===== config.mk =====
export PLATFORM = sky130hd
export DESIGN_NAME = sample_window_validate_average_core
export DESIGN_NICKNAME = d
export VERILOG_FILES = /design/src/rtl/swva_pkg.sv /design/src/rtl/swva_queue.sv /design/src/rtl/swva_front.sv /design/src/rtl/swva_back.sv /design/src/rtl/sample_window_validate_average_core.sv
export SDC_FILE = /design/constraint.sdc
export NUM_CORES = 1
export LEC_CHECK = 0
export ABC_AREA = 1
export BUFFER_PORTS_ARGS = -buffer_cell sky130_fd_sc_hd__buf_2
export CAP_MARGIN = 20
export CORE_MARGIN = 2
export CORE_UTILIZATION = 38
export CTS_BUF_LIST = sky130_fd_sc_hd__clkbuf_8
export DETAILED_ROUTE_END_ITERATION = 8
export REMOVE_ABC_BUFFERS = 1
export SKIP_CTS_REPAIR_TIMING = 1
export SLEW_MARGIN = 20
export SYNTH_ARGS = -nofsm -noshare
export SYNTH_HDL_FRONTEND = slang
export SYNTH_SLANG_ARGS = --single-unit

===== constraint.sdc =====
create_clock -name clk -period 7.47 [get_ports clk]
set_input_delay 1.494 -clock clk [delete_from_list [all_inputs] [get_ports clk]]
set_output_delay 1.494 -clock clk [all_outputs]
set_load 0.01 [all_outputs]

===== src/rtl/swva_pkg.sv =====
// shared types and constants for the sample window validate and average block
`default_nettype none
package swva_pkg;

	localparam int SAMPLE_W = 16;
	localparam int THR_W    = 15;
	localparam int STATUS_W = 3;

	localparam logic [STATUS_W-1:0] ST_OK     = 3'd0;
	localparam logic [STATUS_W-1:0] ST_FEW    = 3'd1;
	localparam logic [STATUS_W-1:0] ST_RISE   = 3'd2;
	localparam logic [STATUS_W-1:0] ST_SPREAD = 3'd3;
	localparam logic [STATUS_W-1:0] ST_MANY   = 3'd4;

	localparam logic [THR_W-1:0] THR_RESET = 15'd160;

	typedef struct packed {
		logic signed [SAMPLE_W-1:0] sample;
		logic                       last;
	} in_item_t;

	typedef struct packed {
		logic [STATUS_W-1:0]        status;
		logic signed [SAMPLE_W-1:0] mean_temp;
	} out_item_t;

endpackage
`default_nettype wire


===== src/rtl/swva_queue.sv =====
// small register queue between the window front end and the divider back end
`default_nettype none
module swva_queue #(
	parameter int WIDTH = 8,
	parameter int DEPTH = 2
) (
	input  wire logic             clk,
	input  wire logic             arst_n,
	input  wire logic             wr_en,
	input  wire logic [WIDTH-1:0] wr_data,
	output logic                  full,
	input  wire logic             rd_en,
	output logic [WIDTH-1:0]      rd_data,
	output logic                  empty
);
	localparam int PTR_W = (DEPTH > 1) ? $clog2(DEPTH) : 1;
	localparam int CNT_W = $clog2(DEPTH + 1);

	logic [WIDTH-1:0] mem_q [DEPTH];
	logic [PTR_W-1:0] wr_ptr_q, rd_ptr_q;
	logic [CNT_W-1:0] cnt_q;
	logic             do_wr, do_rd;

	assign full    = (cnt_q == CNT_W'(DEPTH));
	assign empty   = (cnt_q == '0);
	assign do_wr   = wr_en && !full;
	assign do_rd   = rd_en && !empty;
	assign rd_data = mem_q[rd_ptr_q];

	function automatic logic [PTR_W-1:0] ptr_inc(input logic [PTR_W-1:0] p);
		if (p == PTR_W'(DEPTH - 1))
			return '0;
		return p + PTR_W'(1);
	endfunction

	always_ff @(posedge clk) begin
		if (do_wr)
			mem_q[wr_ptr_q] <= wr_data;
	end

	always_ff @(posedge clk or negedge arst_n) begin
		if (!arst_n) begin
			wr_ptr_q <= '0;
			rd_ptr_q <= '0;
			cnt_q    <= '0;
		end else begin
			if (do_wr)
				wr_ptr_q <= ptr_inc(wr_ptr_q);
			if (do_rd)
				rd_ptr_q <= ptr_inc(rd_ptr_q);
			if (do_wr && !do_rd)
				cnt_q <= cnt_q + CNT_W'(1);
			else if (do_rd && !do_wr)
				cnt_q <= cnt_q - CNT_W'(1);
		end
	end

endmodule
`default_nettype wire


===== src/rtl/swva_front.sv =====
// window tracker: running min, max, sum, count and rise flag, status at end of window
`default_nettype none
module swva_front #(
	parameter int MAX_SAMPLES = 256,
	parameter int SUM_W       = 24,
	parameter int CNT_W       = 9
) (
	input  wire logic                     clk,
	input  wire logic                     arst_n,
	input  wire logic                     accept,
	input  wire swva_pkg::in_item_t       in_item,
	input  wire logic [swva_pkg::THR_W-1:0] threshold,
	output logic                          job_push,
	output logic [swva_pkg::STATUS_W-1:0] job_status,
	output logic signed [SUM_W-1:0]       job_sum,
	output logic [CNT_W-1:0]              job_cnt
);
	import swva_pkg::*;

	logic signed [SAMPLE_W-1:0] prev_q, min_q, max_q;
	logic signed [SUM_W-1:0]    sum_q;
	logic [CNT_W-1:0]           cnt_q;
	logic                       rise_q;

	logic signed [SAMPLE_W-1:0] s, min_n, max_n;
	logic signed [SAMPLE_W:0]   diff, spread, thr_s;
	logic signed [SUM_W-1:0]    sum_n;
	logic [CNT_W-1:0]           cnt_n;
	logic                       rise_n;

	always_comb begin
		s      = in_item.sample;
		thr_s  = $signed({2'b00, threshold});
		diff   = $signed({s[SAMPLE_W-1], s}) - $signed({prev_q[SAMPLE_W-1], prev_q});
		rise_n = rise_q || ((cnt_q != '0) && (diff > thr_s));
		min_n  = (s < min_q) ? s : min_q;
		max_n  = (s > max_q) ? s : max_q;
		sum_n  = (cnt_q < CNT_W'(MAX_SAMPLES))
			? sum_q + {{(SUM_W-SAMPLE_W){s[SAMPLE_W-1]}}, s} : sum_q;
		cnt_n  = (cnt_q <= CNT_W'(MAX_SAMPLES)) ? cnt_q + CNT_W'(1) : cnt_q;
		spread = $signed({max_n[SAMPLE_W-1], max_n}) - $signed({min_n[SAMPLE_W-1], min_n});

		priority if (cnt_n < CNT_W'(2))
			job_status = ST_FEW;
		else if (rise_n)
			job_status = ST_RISE;
		else if (spread > thr_s)
			job_status = ST_SPREAD;
		else if (cnt_n > CNT_W'(MAX_SAMPLES))
			job_status = ST_MANY;
		else
			job_status = ST_OK;
	end

	assign job_push = accept && in_item.last;
	assign job_sum  = sum_n;
	assign job_cnt  = cnt_n;

	always_ff @(posedge clk or negedge arst_n) begin
		if (!arst_n) begin
			prev_q <= '0;
			min_q  <= 16'sh7fff;
			max_q  <= 16'sh8000;
			sum_q  <= '0;
			cnt_q  <= '0;
			rise_q <= 1'b0;
		end else if (accept) begin
			if (in_item.last) begin
				prev_q <= '0;
				min_q  <= 16'sh7fff;
				max_q  <= 16'sh8000;
				sum_q  <= '0;
				cnt_q  <= '0;
				rise_q <= 1'b0;
			end else begin
				prev_q <= s;
				min_q  <= min_n;
				max_q  <= max_n;
				sum_q  <= sum_n;
				cnt_q  <= cnt_n;
				rise_q <= rise_n;
			end
		end
	end

endmodule
`default_nettype wire


===== src/rtl/swva_back.sv =====
// result stage: bit-serial mean division and output register
`default_nettype none
module swva_back #(
	parameter int SUM_W = 24,
	parameter int CNT_W = 9
) (
	input  wire logic                      clk,
	input  wire logic                      arst_n,
	input  wire logic                      job_valid,
	input  wire logic [swva_pkg::STATUS_W-1:0] job_status,
	input  wire logic signed [SUM_W-1:0]   job_sum,
	input  wire logic [CNT_W-1:0]          job_cnt,
	output logic                           job_pop,
	output swva_pkg::out_item_t            out_item,
	output logic                           empty,
	input  wire logic                      pop
);
	import swva_pkg::*;

	localparam int STEP_W = $clog2(SUM_W + 1);

	typedef enum logic [1:0] {
		B_IDLE = 2'b01,
		B_DIV  = 2'b10
	} back_state_t;

	back_state_t         state_q;
	logic                out_valid_q;
	out_item_t           out_q;
	logic [CNT_W-1:0]    rem_q, div_q;
	logic [SUM_W-1:0]    quo_q;
	logic                neg_q;
	logic [STEP_W-1:0]   step_q;

	logic                start, out_free, out_set;
	logic [CNT_W:0]      trial, rem_n;
	logic                ge;
	logic [SUM_W-1:0]    quo_n, mag;
	logic [SAMPLE_W-1:0] q16;

	assign out_free = !out_valid_q || pop;
	assign start    = (state_q == B_IDLE) && job_valid && out_free;
	assign out_set  = (start && (job_status != ST_OK)) || ((state_q == B_DIV) && (step_q == '0));
	assign job_pop  = start;
	assign empty    = !out_valid_q;
	assign out_item = out_q;

	always_comb begin
		trial = {rem_q, quo_q[SUM_W-1]};
		ge    = trial >= {1'b0, div_q};
		rem_n = ge ? trial - {1'b0, div_q} : trial;
		quo_n = {quo_q[SUM_W-2:0], ge};
		q16   = neg_q ? SAMPLE_W'(-quo_n[SAMPLE_W-1:0]) : quo_n[SAMPLE_W-1:0];
		mag   = job_sum[SUM_W-1] ? SUM_W'(-job_sum) : job_sum;
	end

	always_ff @(posedge clk) begin
		if (start) begin
			rem_q <= '0;
			div_q <= job_cnt;
			quo_q <= mag;
			neg_q <= job_sum[SUM_W-1];
		end else if (state_q == B_DIV) begin
			rem_q <= rem_n[CNT_W-1:0];
			quo_q <= quo_n;
		end
	end

	always_ff @(posedge clk or negedge arst_n) begin
		if (!arst_n) begin
			state_q     <= B_IDLE;
			out_valid_q <= 1'b0;
			out_q       <= '0;
			step_q      <= '0;
		end else begin
			if (out_set)
				out_valid_q <= 1'b1;
			else if (pop && out_valid_q)
				out_valid_q <= 1'b0;
			unique case (state_q)
				B_IDLE: begin
					if (start) begin
						if (job_status == ST_OK) begin
							state_q <= B_DIV;
							step_q  <= STEP_W'(SUM_W - 1);
						end else begin
							out_q.status    <= job_status;
							out_q.mean_temp <= '0;
						end
					end
				end
				B_DIV: begin
					if (step_q == '0) begin
						state_q         <= B_IDLE;
						out_q.status    <= ST_OK;
						out_q.mean_temp <= $signed(q16);
					end else begin
						step_q <= step_q - STEP_W'(1);
					end
				end
				default: state_q <= B_IDLE;
			endcase
		end
	end

endmodule
`default_nettype wire


===== src/rtl/sample_window_validate_average_core.sv =====
// top level of the sample window validate and average block
// Takes one sample per cycle whenever the front end is not stalled; each accepted
// sample updates the running minimum, maximum, sum, count and rise flag. The last
// sample of a window hands status, sum and count to a two-entry queue. The back
// end divides sum by count one quotient bit per cycle for a window with ok status;
// other statuses go to the output register without a division. push is refused
// only while the queue holds two windows waiting for the divider.
`default_nettype none
module sample_window_validate_average_core #(
	parameter int MAX_SAMPLES = 256
) (
	input  wire logic                       clk,
	input  wire logic                       arst_n,
	input  wire logic                       push,
	output logic                            full,
	input  wire swva_pkg::in_item_t         in_item,
	output logic                            empty,
	input  wire logic                       pop,
	output swva_pkg::out_item_t             out_item,
	input  wire logic                       cfg_we,
	input  wire logic [swva_pkg::THR_W-1:0] cfg_wdata
);
	import swva_pkg::*;

	localparam int SUM_W = SAMPLE_W + $clog2(MAX_SAMPLES);
	localparam int CNT_W = $clog2(MAX_SAMPLES + 2);
	localparam int JOB_W = STATUS_W + SUM_W + CNT_W;

	logic [THR_W-1:0]        thr_q;
	logic                    accept;
	logic                    job_push, q_empty, q_pop;
	logic [STATUS_W-1:0]     f_status, b_status;
	logic signed [SUM_W-1:0] f_sum, b_sum;
	logic [CNT_W-1:0]        f_cnt, b_cnt;
	logic [JOB_W-1:0]        q_wdata, q_rdata;

	assign accept  = push && !full;
	assign q_wdata = {f_status, f_sum, f_cnt};
	assign {b_status, b_sum, b_cnt} = q_rdata;

	always_ff @(posedge clk or negedge arst_n) begin
		if (!arst_n)
			thr_q <= THR_RESET;
		else if (cfg_we)
			thr_q <= cfg_wdata;
	end

	swva_front #(
		.MAX_SAMPLES(MAX_SAMPLES),
		.SUM_W(SUM_W),
		.CNT_W(CNT_W)
	) u_front (
		.clk(clk),
		.arst_n(arst_n),
		.accept(accept),
		.in_item(in_item),
		.threshold(thr_q),
		.job_push(job_push),
		.job_status(f_status),
		.job_sum(f_sum),
		.job_cnt(f_cnt)
	);

	swva_queue #(
		.WIDTH(JOB_W),
		.DEPTH(2)
	) u_queue (
		.clk(clk),
		.arst_n(arst_n),
		.wr_en(job_push),
		.wr_data(q_wdata),
		.full(full),
		.rd_en(q_pop),
		.rd_data(q_rdata),
		.empty(q_empty)
	);

	swva_back #(
		.SUM_W(SUM_W),
		.CNT_W(CNT_W)
	) u_back (
		.clk(clk),
		.arst_n(arst_n),
		.job_valid(!q_empty),
		.job_status(b_status),
		.job_sum(b_sum),
		.job_cnt(b_cnt),
		.job_pop(q_pop),
		.out_item(out_item),
		.empty(empty),
		.pop(pop)
	);

endmodule
`default_nettype wire


==> flow_summary_export.csv, run 1 <==
group,metric,value,unit
placed_design,gp_congestion,0.883,
yosys,synth_ff_type,"dfrtp_1",
setup_path,end_kind,"flip-flop",
floorplan,start_util,38.3,%
sta,drv_slew,0,
final_layout,multiInputGateArea,8140,sq um
sta,fin_worst_skew,0.0261,ns
cts,cts.clk_slew.worst_paths,0.06,ns
sta,min_period,5.86,ns
final_layout,layout_commonest_cell,"nand2_1",
yosys,yosysSeqAreaShare,41.3,%
routing,postRouteAntennaNets,0,
routing,drcViolationCount,0,
final_layout,n_antenna_cell,0,
power,p_leak,8.72,nW
setup_path,startpoint,"in_item[16]",
cts,cts_max_path_buffers,3,
routing,first_iter_violations,737,
setup_path,worst-r2r-cell-count,37,
final_layout,layout-drive-gt1-share,9.04,%
power,ir_drop,0.210,mV
yosys,ys_ff_latch,243,
final_layout,nets,2250,
yosys,synth_edf_count,106,
setup_path,crit_path_end,"u_queue.mem_q[1][34]",
floorplan,fp.dieW,209,um
power,pwr_density_cell,458,nW/um^2
global_routing,grt_max_degree,70,
yosys,synth_area,15900,sq um
cts,htree_levels,2,
sta,finalSetupTns,0,ns
routing,avgViaCountPerCell,5.00,
cts,cts_sinks,243,
sta,worstMarginPinSlew,1.03,ns
status,outcome,"completed",
final_layout,fill_cells,4277,
global_routing,grt.total_usage,18.5,%
setup_path,worst_path_largest_cell_delay,0.34,ns
floorplan,rows,75,
final_layout,layout_common_cells,"nand2_1, inv_1, o21ai_0, ha_1, nand3_1",
floorplan,die_area,43600,sq um
job,maxCapViolations,0,
sta,final.period_utilization,78.4,%
setup_path,worstSetupPathType,"input pin to flip-flop",
setup_path,crit_required,7.80,ns
yosys,syn_avg_cell_area,7.91,sq um
routing,first_pass_iters,7,
min_path,min-delay-path-class,"flip-flop to flip-flop",
sta,slew_headroom,31.0,%
placed_design,port-buffer-count,57,
final_layout,area_growth,10.7,%
setup_path,crit_slowest_cell,"ha_1",
floorplan,coreArea,41700,sq um
cts,worstSkewPairLatency,0.59,ns
yosys,synth_cells,2016,
yosys,yosysWarnings,0,
floorplan,pin_count,58,
global_routing,grt_first_pass_wirelength,66.2,mm
placed_design,hpwlAfterDp,29.4,mm
cts,root_buffer,"clkbuf_8",
setup_path,reg2reg_slack,2.25,ns
final_layout,utilization,42.3,%
yosys,synthArstFlopShare,52.7,%
global_routing,grt_pass1_vias,13400,
setup_path,critPathLaunchType,"input pin",
setup_path,worst_r2r_endpoint,"u_queue.mem_q[1][34]",
sta,final-setup-viol-count,0,
sta,fmax,171,MHz
setup_path,worst_ep_arrival_time,6.19,ns
global_routing,gr-total-overflow,0,
floorplan,die_height,209,um
cts,cts_tree,"done",
sta,rsz0062_at_grt,"no",
yosys,synth.distinct_cells,51,
routing,wirelength,39.7,mm
routing,vias,13300,
setup_path,reg2reg_from,"u_front.min_q[1]",
power,finalPower,0.00808,W
sta,hold_viol,0,
global_routing,antenna_found_initial,0,
setup_path,cpMostUsedCell,"nand2_1",
routing,wl_per_cell,15.0,um
final_layout,seq_area,6590,sq um
cts,cts_buffers,44,
setup_path,path_max_fanout,14,
-- cell usage after synthesis (all sizes together), types with 2 or more instances --
library cell	instances	area, sq um
inv	276	1040
xor2	44	385
o31ai	2	15.0
nor3	19	95.1
dfrtp	109	2730
o211ai	16	120
nand2	547	2060
ha	132	1650
mux2i	10	100
a21oi	104	521
nor4	4	40.0
nand4	24	150
or2	25	156
nand3b	4	30.0
a31oi	5	31.3
a21o	9	67.6
a22o	4	35.0
o22ai	29	181
a31o	3	26.3
o41ai	4	35.0
o21bai	7	52.6
o21a	20	150
a211oi	2	15.0
xnor2	17	149
clkbuf	44	165
fa	4	80.1
buf	9	40.0
nor2	109	414
a21boi	5	37.5
o21ai	169	857
dfstp	19	499
edfxtp	106	3180
dfxtp	9	180
nand3	120	613
-- metrics by stage --
stage                     worst slack [ns]  hold WS, ns  cells  area [sq um]
final                                 1.61        0.478   2651         17600
after global routing                  1.02        0.504   2651         17600
after floorplan                       1.55        0.448   1963         15700
after CTS                             1.69        0.484   2650         17600
after detailed placement              1.09        0.462   2569         16800
after global placement                1.24        0.461   2569         16800
-- cells by family (layout without fill, tap and decap cells) --
logic type               Yosys count  count (layout)  synth area share [%]
buffers and inverters            330             426                  7.81
AND/OR/NAND/NOR                  854             854                  22.4
adder cells (fa/ha/maj)          136             136                  10.9
flip-flops                       243             243                  41.3
multiplexers                      11              11                 0.699
XOR/XNOR                          61              61                  3.35
AO/OA/AOI/OAI                    381             381                  13.6
-- power by group --
part,switching (W),internal [W]
Clock,0.000591,0.000589
Combinational,0.00303,0.00166
Sequential,0.000227,0.00198
Total,0.00385,0.00423
-- worst min path at each step --
| stage | depth (start not counted) | slack, ns | to | start |
|---|---|---|---|---|
| 5_1_grt | 2 | 0.50 | u_back.out_item[0] | u_back.out_item[0] |
| 2_1_floorplan | 2 | 0.45 | u_back.rem_q[8] | u_back.rem_q[8] |
| 4_1_cts | 2 | 0.48 | u_back.out_item[11] | u_back.out_item[11] |
| 3_3_place_gp | 2 | 0.46 | u_back.out_item[11] | u_back.out_item[11] |
| 6_report | 2 | 0.48 | u_back.out_item[3] | u_back.out_item[3] |
| 3_5_place_dp | 2 | 0.46 | u_back.out_item[4] | u_back.out_item[4] |
-- sequential cells by signal (all words and copies together) (netlist names) --
| register | flops |
|---|---|
| u_queue.mem_q | 72 |
| u_back.neg_q | 1 |
| u_front.cnt_q | 9 |
| u_front.prev_q | 16 |
| u_queue.rd_ptr_q | 1 |
| u_front.rise_q | 1 |
| u_front.max_q | 16 |
| u_front.sum_q | 24 |
| u_back.out_valid_q | 1 |
| u_queue.cnt_q | 2 |
| thr_q | 15 |
| u_front.min_q | 16 |
| u_back.rem_q | 9 |
| u_queue.wr_ptr_q | 1 |
| u_back.out_item | 19 |
| u_back.state_q | 2 |
| u_back.step_q | 5 |
| u_back.quo_q | 24 |
| u_back.div_q | 9 |
-- metal layers --
layer	vias to the layer above	share of wire, %	global-route usage, %
met4	0	3.0	6.40
met1	6109	45	22.9
met2	221	48	32.7
met5	-	0	0
met3	87	3.7	2.96
li1	6842	-	-
-- worst max-delay path, delay by kind of cell --
| family | cells | cell delay (ns) |
|---|---|---|
| XOR/XNOR | 1 | 0.18 |
| adder cells (fa/ha/maj) | 4 | 0.99 |
| AND/OR/NAND/NOR | 17 | 1.90 |
| buffers and inverters | 6 | 0.62 |
| AO/OA/AOI/OAI | 6 | 0.98 |
-- cell type report --
type	count	area share (%)
Clock buffer	47	3.67
Clock inverter	34	0.943
Inverter	277	5.89
Multi-Input combinational cell	1443	46.1
Sequential cell	243	37.4
Tap cell	539	3.82
Timing Repair Buffer	68	2.19
(Power assumes the default switching activity.)
==> run 2, diff against run 1 <==
- ABC_AREA: 1 -> 0
- clock period: 7.47 -> 5.9 ns (I/O delays scaled with it)
==> flow_summary_export.csv, run 2 <==
group,metric,value,unit
status,outcome,"finished with violations",
status,violations,"negative setup slack",
sta,slew_headroom,39.6,%
setup_path,end_kind,"flip-flop",
setup_path,worst_r2r_endpoint,"u_queue.mem_q[0][35]",
global_routing,grt_pass1_vias,12000,
placed_design,post-place-ws,-1.21,ns
placed_design,port-buffer-count,57,
final_layout,final_cells,2297,
yosys,synth_top_area_share,20.7,%
yosys,synth_edf_count,106,
yosys,synth_cells,1588,
yosys,ys_ff_latch,243,
setup_path,worst-r2r-cell-count,31,
cts,worstSkewPairLatency,0.63,ns
routing,first_iter_violations,680,
sta,drv_slew,0,
yosys,synthSimpleGateAreaFrac,13.8,%
final_layout,n_antenna_cell,0,
floorplan,die_area,42000,sq um
yosys,synth_area,15300,sq um
setup_path,worst_ep_arrival_time,6.53,ns
global_routing,gr-total-overflow,0,
cts,root_buffer,"clkbuf_8",
global_routing,grt_max_degree,81,
routing,wl_per_cell,16.4,um
floorplan,pin_count,58,
global_routing,met2_usage,30.4,%
yosys,synth_compound_area_share,19.5,%
cts,cts_tree,"done",
sta,hold_viol,0,
job,maxCapViolations,0,
setup_path,critPathLaunchType,"input pin",
power,pwr_density_cell,608,nW/um^2
setup_path,worst_path_largest_cell_delay,0.36,ns
sta,holdWs,0.468,ns
power,p_leak,8.03,nW
yosys,yosysSeqAreaShare,43.0,%
global_routing,antenna_found_initial,0,
setup_path,crit_family,"compound AO/OA/AOI/OAI gates",
final_layout,area_growth,18.6,%
routing,wirelength,37.7,mm
routing,avgViaCountPerCell,5.32,
sta,final.period_utilization,103,%
setup_path,worstSetupPathType,"input pin to flip-flop",
setup_path,path_max_fanout,6,
sta,rsz0062_at_grt,"yes",
cts,cts_buffers,45,
setup_path,reg2reg_slack,-0.08,ns
power,finalPower,0.0111,W
min_path,hold_end,"u_back.out_item[11]",
floorplan,fp.dieW,205,um
final_layout,layout-drive-gt1-share,18.5,%
placed_design,gp_congestion,0.944,
yosys,syn_avg_cell_area,9.66,sq um
final_layout,nets,1908,
sta,fin_worst_skew,0.0421,ns
cts,cts_max_path_buffers,3,
yosys,synth.distinct_cells,74,
final_layout,reg_top3,"u_queue.mem_q x72, u_back.quo_q x24, u_front.sum_q x24",
setup_path,reg2reg_from,"u_front.min_q[1]",
cts,htree_levels,2,
sta,min_period,6.06,ns
yosys,yosysMostFrequentCell,"nand2_1",
sta,fmax,165,MHz
placed_design,hpwlAfterDp,27.3,mm
routing,first_pass_iters,5,
yosys,synth_ff_type,"dfrtp_1",
yosys,synth-adder-area-share,11.3,%
sta,worst_slack,-0.155,ns
floorplan,start_util,38.5,%
power,ir_drop,0.324,mV
routing,drcViolationCount,0,
global_routing,grt_most_used_layer,"met2",
yosys,synthMuxAreaShare,2.72,%
final_layout,layout_commonest_cell,"nand2_1",
yosys,synth_xor_area_share,5.71,%
floorplan,die_height,205,um
global_routing,grt_first_pass_wirelength,61.1,mm
final_layout,regMostFlops,"u_queue.mem_q",
sta,final-setup-viol-count,6,
setup_path,critPathBufInv,7,
min_path,worstHoldStart,"u_back.out_item[11]",
setup_path,crit_required,6.37,ns
cts,cts_sinks,243,
setup_path,crit_slowest_cell,"ha_1",
final_layout,largest_reg_flops,72,
min_path,hold_path_depth,2,
yosys,synth_top_area_cell,"edfxtp_1",
yosys,synthTopCellsByArea,"edfxtp_1, dfrtp_1, ha_1",
cts,cts.clk_slew.worst_paths,0.06,ns
min_path,min-delay-path-class,"flip-flop to flip-flop",
yosys,yosysWarnings,0,
yosys,netlist_top_cells_count,"nand2_1, o21ai_0, ha_1",
setup_path,cpMostUsedCell,"buf_4",
routing,postRouteAntennaNets,0,
sta,worstMarginPinSlew,0.904,ns
floorplan,coreArea,39800,sq um
floorplan,rows,73,
placed_design,post-place-cells,2204,
yosys,synth_top_family_by_area,"compound AO/OA/AOI/OAI gates",
routing,vias,12200,
yosys,synthArstFlopShare,52.7,%
final_layout,layout_common_cells,"nand2_1, o21ai_0, ha_1, dfrtp_1, edfxtp_1",
global_routing,use_met3,2.85,%
global_routing,grt_use_met1,23.6,%
final_layout,utilization,45.7,%
global_routing,grt.total_usage,18.2,%
## run 2: layout make-up
cell class | count | area (sq um)
fillers | 3810 | 21600
multi-input cells | 1182 | 8440
inverters | 99 | 372
flip-flops and latches | 243 | 6590
repair buffers | 164 | 1170
well taps | 525 | 657
clock buffers | 50 | 688
clock inverters | 34 | 277
## run 2: report_power, final
part | internal [W] | total (W) | leakage (nW) | switching [W]
logic | 0.00289 | 0.00644 | 4.85 | 0.00355
clock network | 0.000968 | 0.00173 | 0.518 | 0.000757
registers | 0.00255 | 0.00289 | 2.66 | 0.000343
## run 2: cells by family (layout without fill, tap and decap cells)
logic type,Yosys count,count (layout)
simple gates,451,451
buf+inv,163,347
xor+xnor,100,100
flops,243,243
fa+ha+maj,136,136
compound gates,455,455
mux,40,40
## run 2: tightest hold or removal path, cell delays in order, from the launching register on
cell and delay (ns):
dfrtp_1 0.33, nand2_1 0.04, o21ai_0 0.06
## run 2: per-stage QoR
step	instance area, sq um	TNS, ns
after floorplan	15100	-15.46
after global placement	16800	-6.46
after detailed placement	16800	-7.18
after CTS	17800	-3.37
after global routing	18200	-2.47
final	18200	-0.880
## run 2: worst max-delay path by stage
stage	startpoint	endpoint	slack, ns	depth (start not counted)
2_1_floorplan	in_item[10]	u_queue.mem_q[0][33]	-2.60	28
3_3_place_gp	in_item[2]	u_queue.mem_q[0][34]	-1.08	30
3_5_place_dp	in_item[10]	u_queue.mem_q[0][34]	-1.21	29
4_1_cts	in_item[10]	u_queue.mem_q[0][35]	-0.57	29
5_1_grt	in_item[15]	u_queue.mem_q[0][35]	-0.44	32
6_report	in_item[15]	u_queue.mem_q[0][35]	-0.16	32
## run 2: layer usage
layer	wire, um	up-vias
met2	17700	228
met4	1190	0
met3	1520	72
li1	-	6105
met1	17200	5823
met5	0	-
